`config.mk`:
```
export PLATFORM = sky130hd
export DESIGN_NAME = tcce_tab_mod
export DESIGN_NICKNAME = d
export VERILOG_FILES = /design/src/rtl/tcce_pkg.sv /design/src/rtl/tcce_tab_mod.sv
export SDC_FILE = /design/constraint.sdc
export NUM_CORES = 1
export LEC_CHECK = 0
export BUFFER_PORTS_ARGS = -buffer_cell sky130_fd_sc_hd__buf_2
export CAP_MARGIN = 20
export CORE_ASPECT_RATIO = 1.25
export CORE_MARGIN = 2
export CORE_UTILIZATION = 33
export CTS_CLUSTER_DIAMETER = 60
export DETAILED_ROUTE_END_ITERATION = 10
export GPL_TIMING_DRIVEN = 0
export PLACE_DENSITY = 0.51
export SYNTH_ARGS = -nofsm -noshare
export SYNTH_HDL_FRONTEND = slang
export SYNTH_SLANG_ARGS = --single-unit
export TNS_END_PERCENT = 20
```
`constraint.sdc`:
```
create_clock -name clock -period 1.9 [get_ports clock]
set_input_delay 0.095 -clock clock [delete_from_list [all_inputs] [get_ports clock]]
set_output_delay 0.095 -clock clock [all_outputs]
set_load 0.05 [all_outputs]
```
`src/rtl/tcce_pkg.sv`:
```
// ----------------------------------------------------------------------------
// Text console cursor engine: shared package
// Operation codes, field widths and fixed constants of the console block.
// ----------------------------------------------------------------------------
package tcce_pkg;

   localparam int OP_W     = 3;
   localparam int CHAR_W   = 16;
   localparam int COLOR_W  = 8;
   localparam int NIBBLE_W = 4;
   localparam int TAB_W    = 4;
   localparam int POS_W    = 6;
   localparam int CUR_W    = 5;

   localparam logic [CHAR_W-1:0] SPACE_CHAR = 16'h0020;
   localparam logic [TAB_W-1:0]  TAB_RESET  = 4'd4;

   typedef enum logic [OP_W-1:0] {
      OP_PUT        = 3'd0,
      OP_NEWLINE    = 3'd1,
      OP_TAB        = 3'd2,
      OP_LOCATE     = 3'd3,
      OP_COLOR_BOTH = 3'd4,
      OP_COLOR_FG   = 3'd5,
      OP_CLEAR      = 3'd6,
      OP_READ       = 3'd7
   } op_type;

endpackage

```
`src/rtl/tcce_tab_mod.sv`:
```
// ----------------------------------------------------------------------------
// Text console tab remainder unit
// Restoring remainder of the cursor column by the tab step, one bit a cycle.
// ----------------------------------------------------------------------------
module tcce_tab_mod #(
   parameter int XW = 5
) (
   input  logic                        clock,
   input  logic                        reset,
   input  logic                        start,
   input  logic [XW-1:0]               x_value,
   input  logic [tcce_pkg::TAB_W-1:0]  step,
   output logic                        done,
   output logic [tcce_pkg::TAB_W-1:0]  rem
);
   import tcce_pkg::*;

   localparam int KW = $clog2(XW + 1);
   localparam logic [KW-1:0] K_FULL = KW'(XW);
   localparam logic [KW-1:0] K_ONE  = KW'(1);

   logic              busy_ff, busy_in;
   logic              done_ff, done_in;
   logic [KW-1:0]     cnt_ff, cnt_in;
   logic [XW-1:0]     bits_ff, bits_in;
   logic [TAB_W-1:0]  rem_ff, rem_in;
   logic [TAB_W:0]    shifted;

   always_comb begin
      busy_in = busy_ff;
      done_in = 1'b0;
      cnt_in  = cnt_ff;
      bits_in = bits_ff;
      rem_in  = rem_ff;
      shifted = {rem_ff, bits_ff[XW-1]};
      if (start) begin
         busy_in = 1'b1;
         cnt_in  = K_FULL;
         bits_in = x_value;
         rem_in  = '0;
      end else if (busy_ff) begin
         // The partial remainder stays below the step, so it fits in a nibble.
         if (shifted >= {1'b0, step}) begin
            rem_in = TAB_W'(shifted - {1'b0, step});
         end else begin
            rem_in = shifted[TAB_W-1:0];
         end
         bits_in = bits_ff << 1;
         cnt_in  = cnt_ff - K_ONE;
         if (cnt_ff == K_ONE) begin
            busy_in = 1'b0;
            done_in = 1'b1;
         end
      end
   end

   always_ff @(posedge clock) begin
      if (reset) begin
         busy_ff <= 1'b0;
         done_ff <= 1'b0;
      end else begin
         busy_ff <= busy_in;
         done_ff <= done_in;
      end
      cnt_ff  <= cnt_in;
      bits_ff <= bits_in;
      rem_ff  <= rem_in;
   end

   assign done = done_ff;
   assign rem  = rem_ff;

endmodule

```
==> flow_summary.yaml, run 1 <==
flow_run:
  cap_violations: 0
sta:
  worstMarginPinSlew_ns: 0.451
  rsz0062_at_grt: "no"
  min_period_ns: 1.76
  skew_ns: 0.000403
  setup_viol: 0
  finalSetupTns_ns: 0
  fmax_mhz: 568
  fin_crit_sh_pct: 92.7
  slew_viol_final: 0
  hold_viol_final: 0
  relSlewSlack_pct: 70.0
finish:
  num_antenna_cells: 0
  n_fill_cell: 263
  layout-drive-gt1-share_pct: 26.4
  final_cell_mix: "16 x buf_2, 9 x inv_1, 9 x dfxtp_1"
  layout.nets: 126
  layout_commonest_cell: "buf_2"
  syn2layout_area_growth_pct: 19.0
  final_util_pct: 41.0
synth:
  synth_edf_count: 5
  ys.flop_type: "dfxtp_1"
  ys_ff_latch: 14
  syn-cell-area_sq_um: 828
  synth_top_area_cell: "dfxtp_1"
  ys_async_sr_fraction_pct: 0
  ys_seq_area_share_pct: 39.9
  synth.area.top_cells: "dfxtp_1 22%, edfxtp_1 18%, ha_1 9.1%"
  ys_types: 32
  synth_top_area_share_pct: 21.8
  ys_warn_count: 0
  netlist_instances: 85
  synth_nets: 104
  synth.avg_cell_area_sq_um: 9.74
worst_hold_path:
  worstHoldPathType: "input port to flop"
  holdPathStages: 2
drt:
  dr.pass1.iters: 3
  ant_nets: 0
  vias: 657
  drc: 0
  first_iter_violations: 5
  viasPerCell: 4.73
  drt_wl_total_um: 1540
  post_drt_wl_per_cell_um: 11.1
cts:
  cts_root_buf: "clkbuf_4"
  clk_path_buf_depth: 2
  clk_pin_slew_ns: 0.08
  ctsResizeCount: 0
  cts_inserted_buffers: 3
  cts.htree.levels: 1
  cts.sinks: 14
  cts_tree: "done"
  clk_latency_ns: 0.27
power:
  peakVddDrop_uv: 430
  total_power_uw: 756
  p_sw_share_pct: 32.1
  p_comb_share_pct: 29.7
  p_per_area_mw_per_mm2: 767
  p_int_uw: 514
  clkPwrFrac_pct: 22.7
  power.leakage_uw: 0.000435
  seq_power_share_pct: 47.6
  net-switching-power_uw: 242
die:
  io_pins: 17
  die-area_sq_mm: 0.00293
  start_util_pct: 34.5
  num_rows: 20
  die_h_um: 60.0
  die_w_um: 48.8
  coreArea_sq_mm: 0.00240
global_route:
  grt_overflow_total: 0
  grt_use_total_pct: 12.0
  gr-usage-met1_pct: 13.5
  grt_util_met3_pct: 2.00
  grt_pass1_vias: 651
  use_met2_pct: 21.5
  antenna_found_initial: 0
  busiest_layer: "met2"
  grt_max_degree: 11
  grt_pass1_wl_um: 2680
setup_path:
  cp_slowest_stage_delay_ns: 0.39
  crit_required_ns: 2.09
  slowest_stage: "edfxtp_1"
  critPathKind: "flop to flop"
  reg2reg_depth: 7
  crit_fanout: 4
  cp-start-kind: "flop"
  crit_chain: "inv_1, ha_1, inv_1, fa_1, and2_1, o2111a_1, nor4_2"
  end_kind: "flop"
  crit_top_cell: "inv_1"
  cp_data_arrival_time_ns: 1.95
  crit_family: "adder cells"
  path_depth: 7
  cp.buffers_inverters: 2
placement:
  gp_congestion: 0.738
  portBuffers: 16
  dp_hpwl_um: 1210
run_status:
  status: "completed"
==> metal layers <==
layer | up-vias | routed length, um
met1 | 299 | 706
li1 | 346 | -
met5 | - | 0
met4 | 0 | 17
met2 | 10 | 758
met3 | 2 | 56
==> layout make-up <==
cell class	instances	area (sq um)	area share (%)
plain buffers	2	7.51	0.761
multi-input cells	60	457	46.3
clock buffers	4	26.3	2.66
inverters	9	33.8	3.43
flip-flops and latches	14	330	33.5
repair buffers	17	90.1	9.14
well taps	33	41.3	4.19
==> path summary, 6_finish.rpt <==
check / startpoint / slack, ns / end
worst min-delay path: x_value[0] / 0.11 / bits_ff[0]
worst max register to register: bits_ff[4] / 0.14 / rem[2]
worst min register to register: cnt_ff[1] / 0.49 / cnt_ff[1]
worst max-delay path: bits_ff[4] / 0.14 / rem[2]
==> flip-flops by register name (all words and copies together) (netlist names) <==
signal   flops
cnt_ff       3
done         1
busy_ff      1
rem          4
bits_ff      5
==> cell usage after synthesis (all sizes together) (2+ instances only) <==
cell / number
a21oi: 4
a311oi: 2
and2: 2
clkbuf: 2
dfxtp: 9
edfxtp: 5
ha: 6
inv: 9
mux2: 5
nand2: 2
nand2b: 4
nor2: 8
nor3: 4
nor4: 3
o211ai: 2
o21ai: 4
==> timing repair <==
action	CTS	global route
buffers inserted	0	0
hold endpoints to repair	2	0
hold buffers	1	0
==> power by group through the flow <==
stage / combinational (uW) / clock [uW] / sequential (uW)
2_1_floorplan: 142 / 0 / 393
3_3_place_gp: 222 / 0 / 367
3_5_place_dp: 224 / 0 / 368
4_1_cts: 228 / 181 / 361
5_1_grt: 249 / 193 / 365
6_report: 224 / 172 / 360
==> cells by family (layout without fill, tap and decap cells) <==
group           Yosys count  in the layout  share of synthesized area (%)
xor+xnor                  1              1                           1.06
mux                       5              5                           6.80
fa+ha+maj                 7              7                           11.5
buf+inv                  11             32                           4.98
compound gates           17             17                           15.1
simple gates             30             30                           20.7
flops                    14             14                           39.9
==> metrics by stage <==
| step | setup WS [ns] | cells | cell area [sq um] | hold WS, ns |
|---|---|---|---|---|
| final | 0.140 | 139 | 986 | 0.115 |
| after global routing | 0.0329 | 139 | 986 | 0.113 |
| after CTS | 0.112 | 139 | 986 | 0.107 |
| after detailed placement | 0.124 | 134 | 950 | 0.276 |
| after global placement | 0.142 | 134 | 950 | 0.268 |
| after floorplan | 0.0806 | 85 | 828 | 0.167 |
Power figures use the tool's default switching activity.
==> run 2: changes to the inputs <==
Settings changed: CTS_BUF_LIST set to sky130_fd_sc_hd__clkbuf_8 sky130_fd_sc_hd__clkbuf_16, SKIP_LAST_GASP set to 1.
==> run 2 against run 1 <==
  * Core utilization is 0.36 points higher
  * Fmax is 0.29% higher
  * Clock power is 38% higher
  * Final area is 0.89% higher
  * Sequential power hardly changed
  * Sequential share of layout area is 0.29 points lower
  * Clock skew hardly changed
  * Register-to-register slack hardly changed
  * Combinational power hardly changed
  * Die area stayed put
  * Via count is 1.1% lower
  * Global-route usage is 0.16 points lower
  * Largest cell class unchanged
  * Largest power group unchanged
==> flow_summary.yaml, run 2 (synthesis results as in run 1) <==
global_route:
  grt_pass1_vias: 641
  grt_use_total_pct: 11.9
  grt_max_degree: 11
  grt_pass1_wl_um: 2640
  grt_overflow_total: 0
  antenna_found_initial: 0
setup_path:
  cp_slowest_stage_delay_ns: 0.39
  crit_chain: "inv_1, ha_1, inv_1, fa_1, and2_1, o2111a_1, nor4_2"
  cp_data_arrival_time_ns: 1.91
  cp-start-kind: "flop"
  crit_required_ns: 2.05
  crit_fanout: 4
  crit_top_cell: "inv_1"
  end_kind: "flop"
  slowest_stage: "fa_1"
  critPathKind: "flop to flop"
flow_run:
  cap_violations: 0
cts:
  cts_hold_buf: 0
  cts_root_buf: "clkbuf_8"
  ctsResizeCount: 0
  cts_setup_buffers: 0
  clk_latency_ns: 0.24
  cts_tree: "done"
  cts.htree.levels: 1
  cts.sinks: 14
  clk_path_buf_depth: 2
  cts_inserted_buffers: 3
  clk_pin_slew_ns: 0.05
drt:
  post_drt_wl_per_cell_um: 11.0
  vias: 650
  dr.pass1.iters: 3
  drc: 0
  first_iter_violations: 5
  drt_wl_total_um: 1520
  ant_nets: 0
  viasPerCell: 4.71
finish:
  layout_commonest_cell: "buf_2"
  syn2layout_area_growth_pct: 20.1
  layout-drive-gt1-share_pct: 26.7
  regMostFlops: "bits_ff"
  num_antenna_cells: 0
  final_cell_mix: "16 x buf_2, 10 x inv_1, 9 x dfxtp_1"
  layout.nets: 125
  final_util_pct: 41.4
  largest_register_ffs: 5
die:
  die-area_sq_mm: 0.00293
  start_util_pct: 34.5
  die_w_um: 48.8
  coreArea_sq_mm: 0.00240
  die_h_um: 60.0
  io_pins: 17
  num_rows: 20
run_status:
  status: "completed"
sta:
  skew_ns: 0.000324
  rsz0062_at_grt: "no"
  slew_viol_final: 0
  relSlewSlack_pct: 69.9
  min_period_ns: 1.76
  finalSetupTns_ns: 0
  fin_crit_sh_pct: 92.4
  setup_viol: 0
  fmax_mhz: 570
  hold_slack_ns: 0.0223
  hold_viol_final: 0
  worstMarginPinSlew_ns: 0.451
placement:
  gp_congestion: 0.738
  portBuffers: 16
  dp_hpwl_um: 1210
power:
  total_power_uw: 822
  peakVddDrop_uv: 472
  p_per_area_mw_per_mm2: 826
  power.leakage_uw: 0.000443
worst_hold_path:
  worstHoldPathType: "input port to flop"
run 2: cell types whose count changed in the layout (fill, tap and decap cells not counted), sizes merged:
cell / delta
clkbuf: -1
dlygate4sd3: -1
inv: +1
run 2: area by class of cell:
cell class	count	area, sq um
flip-flops and latches	14	330
plain buffers	2	7.51
fillers	264	1410
clock inverters	1	3.75
multi-input cells	60	457
well taps	33	41.3
repair buffers	16	80.1
clock buffers	3	41.3
inverters	9	33.8
run 2: path summary, 6_finish.rpt:
kind | startpoint | to | slack, ns | cells past startpoint
setup / recovery | bits_ff[4] | rem[2] | 0.14 | 7
hold / removal | reset | busy_ff | 0.02 | 2
setup reg to reg | bits_ff[4] | rem[2] | 0.14 | 7
hold reg to reg | cnt_ff[1] | cnt_ff[1] | 0.48 | 2
run 2: through the flow:
step | std cells | setup WS (ns) | area, sq um
finish | 138 | 0.145 | 995
global route | 138 | 0.0437 | 995
CTS | 138 | 0.118 | 995
detailed placement | 134 | 0.124 | 950
global placement | 134 | 0.142 | 950
floorplan | 85 | 0.0806 | 828
run 2: worst max-delay path, delay by kind of cell, from the launching register on:
| family | cells | cell delay [ns] |
|---|---|---|
| and+or+nand+nor | 2 | 0.34 |
| DFF | 1 | 0.38 |
| adders and majority gates | 2 | 0.58 |
| buffers and inverters | 2 | 0.14 |
| AOI/OAI and AO/OA | 1 | 0.23 |
run 2: routing by layer:
layer	vias to the layer above	global-route usage (%)	share of wire, %
li1	344	-	-
met3	2	2.00	3.7
met5	-	0	0
met1	294	13.3	46
met2	10	21.1	49
met4	0	7.35	1.1
run 2: where the power goes:
part	leakage [uW]	internal (uW)	switching, uW
Clock	0.0000269	142	96.0
Combinational	0.000291	91.8	131
Sequential	0.000125	340	20.7
==> run 3: changes to the inputs <==
Settings changed: CORE_UTILIZATION 33 to 40, PLACE_DENSITY 0.51 to 0.59, RECOVER_POWER set to 50.
==> run 3 against run 2 <==
  * Non-clock buffer count did not move
  * Wire length increased by 2.2%
  * Sequential power about the same
  * Power fell by 0.56%
  * Combinational power fell by 2%
  * Clock skew increased by 0.0033 ns
  * Sequential share of layout area up 0.81 points
  * Via count is 4.0% higher
  * Largest cell class unchanged
==> flow_summary.yaml, run 3 (synthesis results as in run 1) <==
power:
  total_power_uw: 817
  p_comb_share_pct: 26.9
  p_sw_share_pct: 30.1
  power.leakage_uw: 0.000420
  seq_power_share_pct: 44.2
  peakVddDrop_uv: 576
  clkPwrFrac_pct: 28.9
  p_per_area_mw_per_mm2: 842
  p_int_uw: 571
  net-switching-power_uw: 246
drt:
  first_iter_violations: 8
  viasPerCell: 5.41
  drc: 0
  vias: 676
  drt_wl_total_um: 1560
  dr.pass1.iters: 4
  ant_nets: 0
  post_drt_wl_per_cell_um: 12.5
setup_path:
  cp.buffers_inverters: 2
  r2r_end: "rem[2]"
  r2r-start: "bits_ff[4]"
  slowest_stage: "edfxtp_1"
  cp-start-kind: "flop"
  crit_chain: "inv_1, ha_1, inv_1, fa_1, and2_1, o2111a_1, nor4_2"
  r2r_setup_slack_ns: 0.14
  path_depth: 7
  reg2reg_depth: 7
  end_kind: "flop"
  cp_slowest_stage_delay_ns: 0.39
  critPathKind: "flop to flop"
  crit_top_cell: "inv_1"
  cp_data_arrival_time_ns: 1.91
  crit_required_ns: 2.05
  crit_fanout: 4
  crit_family: "adder cells"
worst_hold_path:
  worstHoldPathType: "input port to flop"
  hold_start: "reset"
  hold_end: "busy_ff"
  holdPathStages: 2
die:
  start_util_pct: 42.3
  io_pins: 17
  die_h_um: 54.9
  die_w_um: 44.7
  num_rows: 18
  coreArea_sq_mm: 0.00196
  die-area_sq_mm: 0.00245
cts:
  ctsResizeCount: 0
  clk_latency_ns: 0.24
  clk_path_buf_depth: 2
  cts_hold_buf: 0
  cts_root_buf: "clkbuf_8"
  cts_tree: "done"
  cts_setup_buffers: 0
  cts_inserted_buffers: 3
  cts.sinks: 14
  clk_pin_slew_ns: 0.06
  cts.htree.levels: 1
placement:
  portBuffers: 16
  preCtsSetupSlack_ns: 0.132
  dp_hpwl_um: 1240
  gp_congestion: 0.837
sta:
  hold_viol_final: 0
  worst_slack_ns: 0.142
  relSlewSlack_pct: 60.7
  rsz0062_at_grt: "no"
  slew_viol_final: 0
  worstMarginPinSlew_ns: 0.592
  skew_ns: 0.00360
  fin_crit_sh_pct: 92.5
  min_period_ns: 1.76
  setup_viol: 0
  fmax_mhz: 569
  hold_slack_ns: 0.0296
  finalSetupTns_ns: 0
finish:
  syn2layout_area_growth_pct: 17.2
  final_cell_mix: "10 x inv_1, 10 x buf_2, 9 x dfxtp_1"
  final_util_pct: 49.6
  num_antenna_cells: 0
  regMostFlops: "bits_ff"
  layout-drive-gt1-share_pct: 21.0
  layout.nets: 125
  largest_register_ffs: 5
global_route:
  grt_overflow_total: 0
  grt_max_degree: 11
  grt_use_total_pct: 15.3
  grt_pass1_vias: 668
  grt_pass1_wl_um: 2660
  antenna_found_initial: 0
run_status:
  status: "completed"
flow_run:
  cap_violations: 0
## run 3: changes by cell type in the layout (fill, tap and decap cells not counted), sizes merged
| cell | before | now |
|---|---|---|
| buf | 16 | 10 |
| clkbuf | 5 | 11 |
## run 3: how the worst max path moves through the flow
stage | from | endpoint | slack, ns
detailed placement | bits_ff[4] | rem[2] | 0.13
global route | bits_ff[4] | rem[2] | 0.01
CTS | bits_ff[4] | rem[2] | 0.11
finish | bits_ff[4] | rem[2] | 0.14
floorplan | rem[0] | rem[1] | 0.08
global placement | bits_ff[4] | rem[2] | 0.13
## run 3: area by class of cell
type	count	area (sq um)
clock buffers	3	41.3
multi-input cells	60	457
inverters	9	33.8
flip-flops and latches	14	330
fillers	213	988
clock inverters	1	3.75
well taps	20	25.0
repair buffers	16	72.6
plain buffers	2	7.51
## run 3: power groups by stage
stage | registers, uW | clock network [uW] | logic (uW)
2_1_floorplan | 393 | 0 | 142
3_3_place_gp | 367 | 0 | 219
3_5_place_dp | 368 | 0 | 223
4_1_cts | 362 | 243 | 224
5_1_grt | 364 | 260 | 250
6_report | 361 | 237 | 219
## run 3: worst reg2reg max path: cells and delay by family (launching register included)
family                   cells  cell delay, ns
adder cells (fa/ha/maj)      2            0.57
flip-flops                   1            0.39
AND/OR/NAND/NOR              2            0.34
AO/OA/AOI/OAI                1            0.23
buffers and inverters        2            0.14
## run 3: layer usage
metal	routed length (um)	track usage, %	part of all wire (%)
met1	635	16.2	41
met2	814	26.8	52
met3	67	3.30	4.3
met4	40	10.1	2.6
met5	0	0	0
## run 3: per-stage QoR
stage,instances,instance area (sq um)
floorplan,85,828
global placement,121,933
detailed placement,121,933
CTS,125,978
global route,125,971
finish,125,971
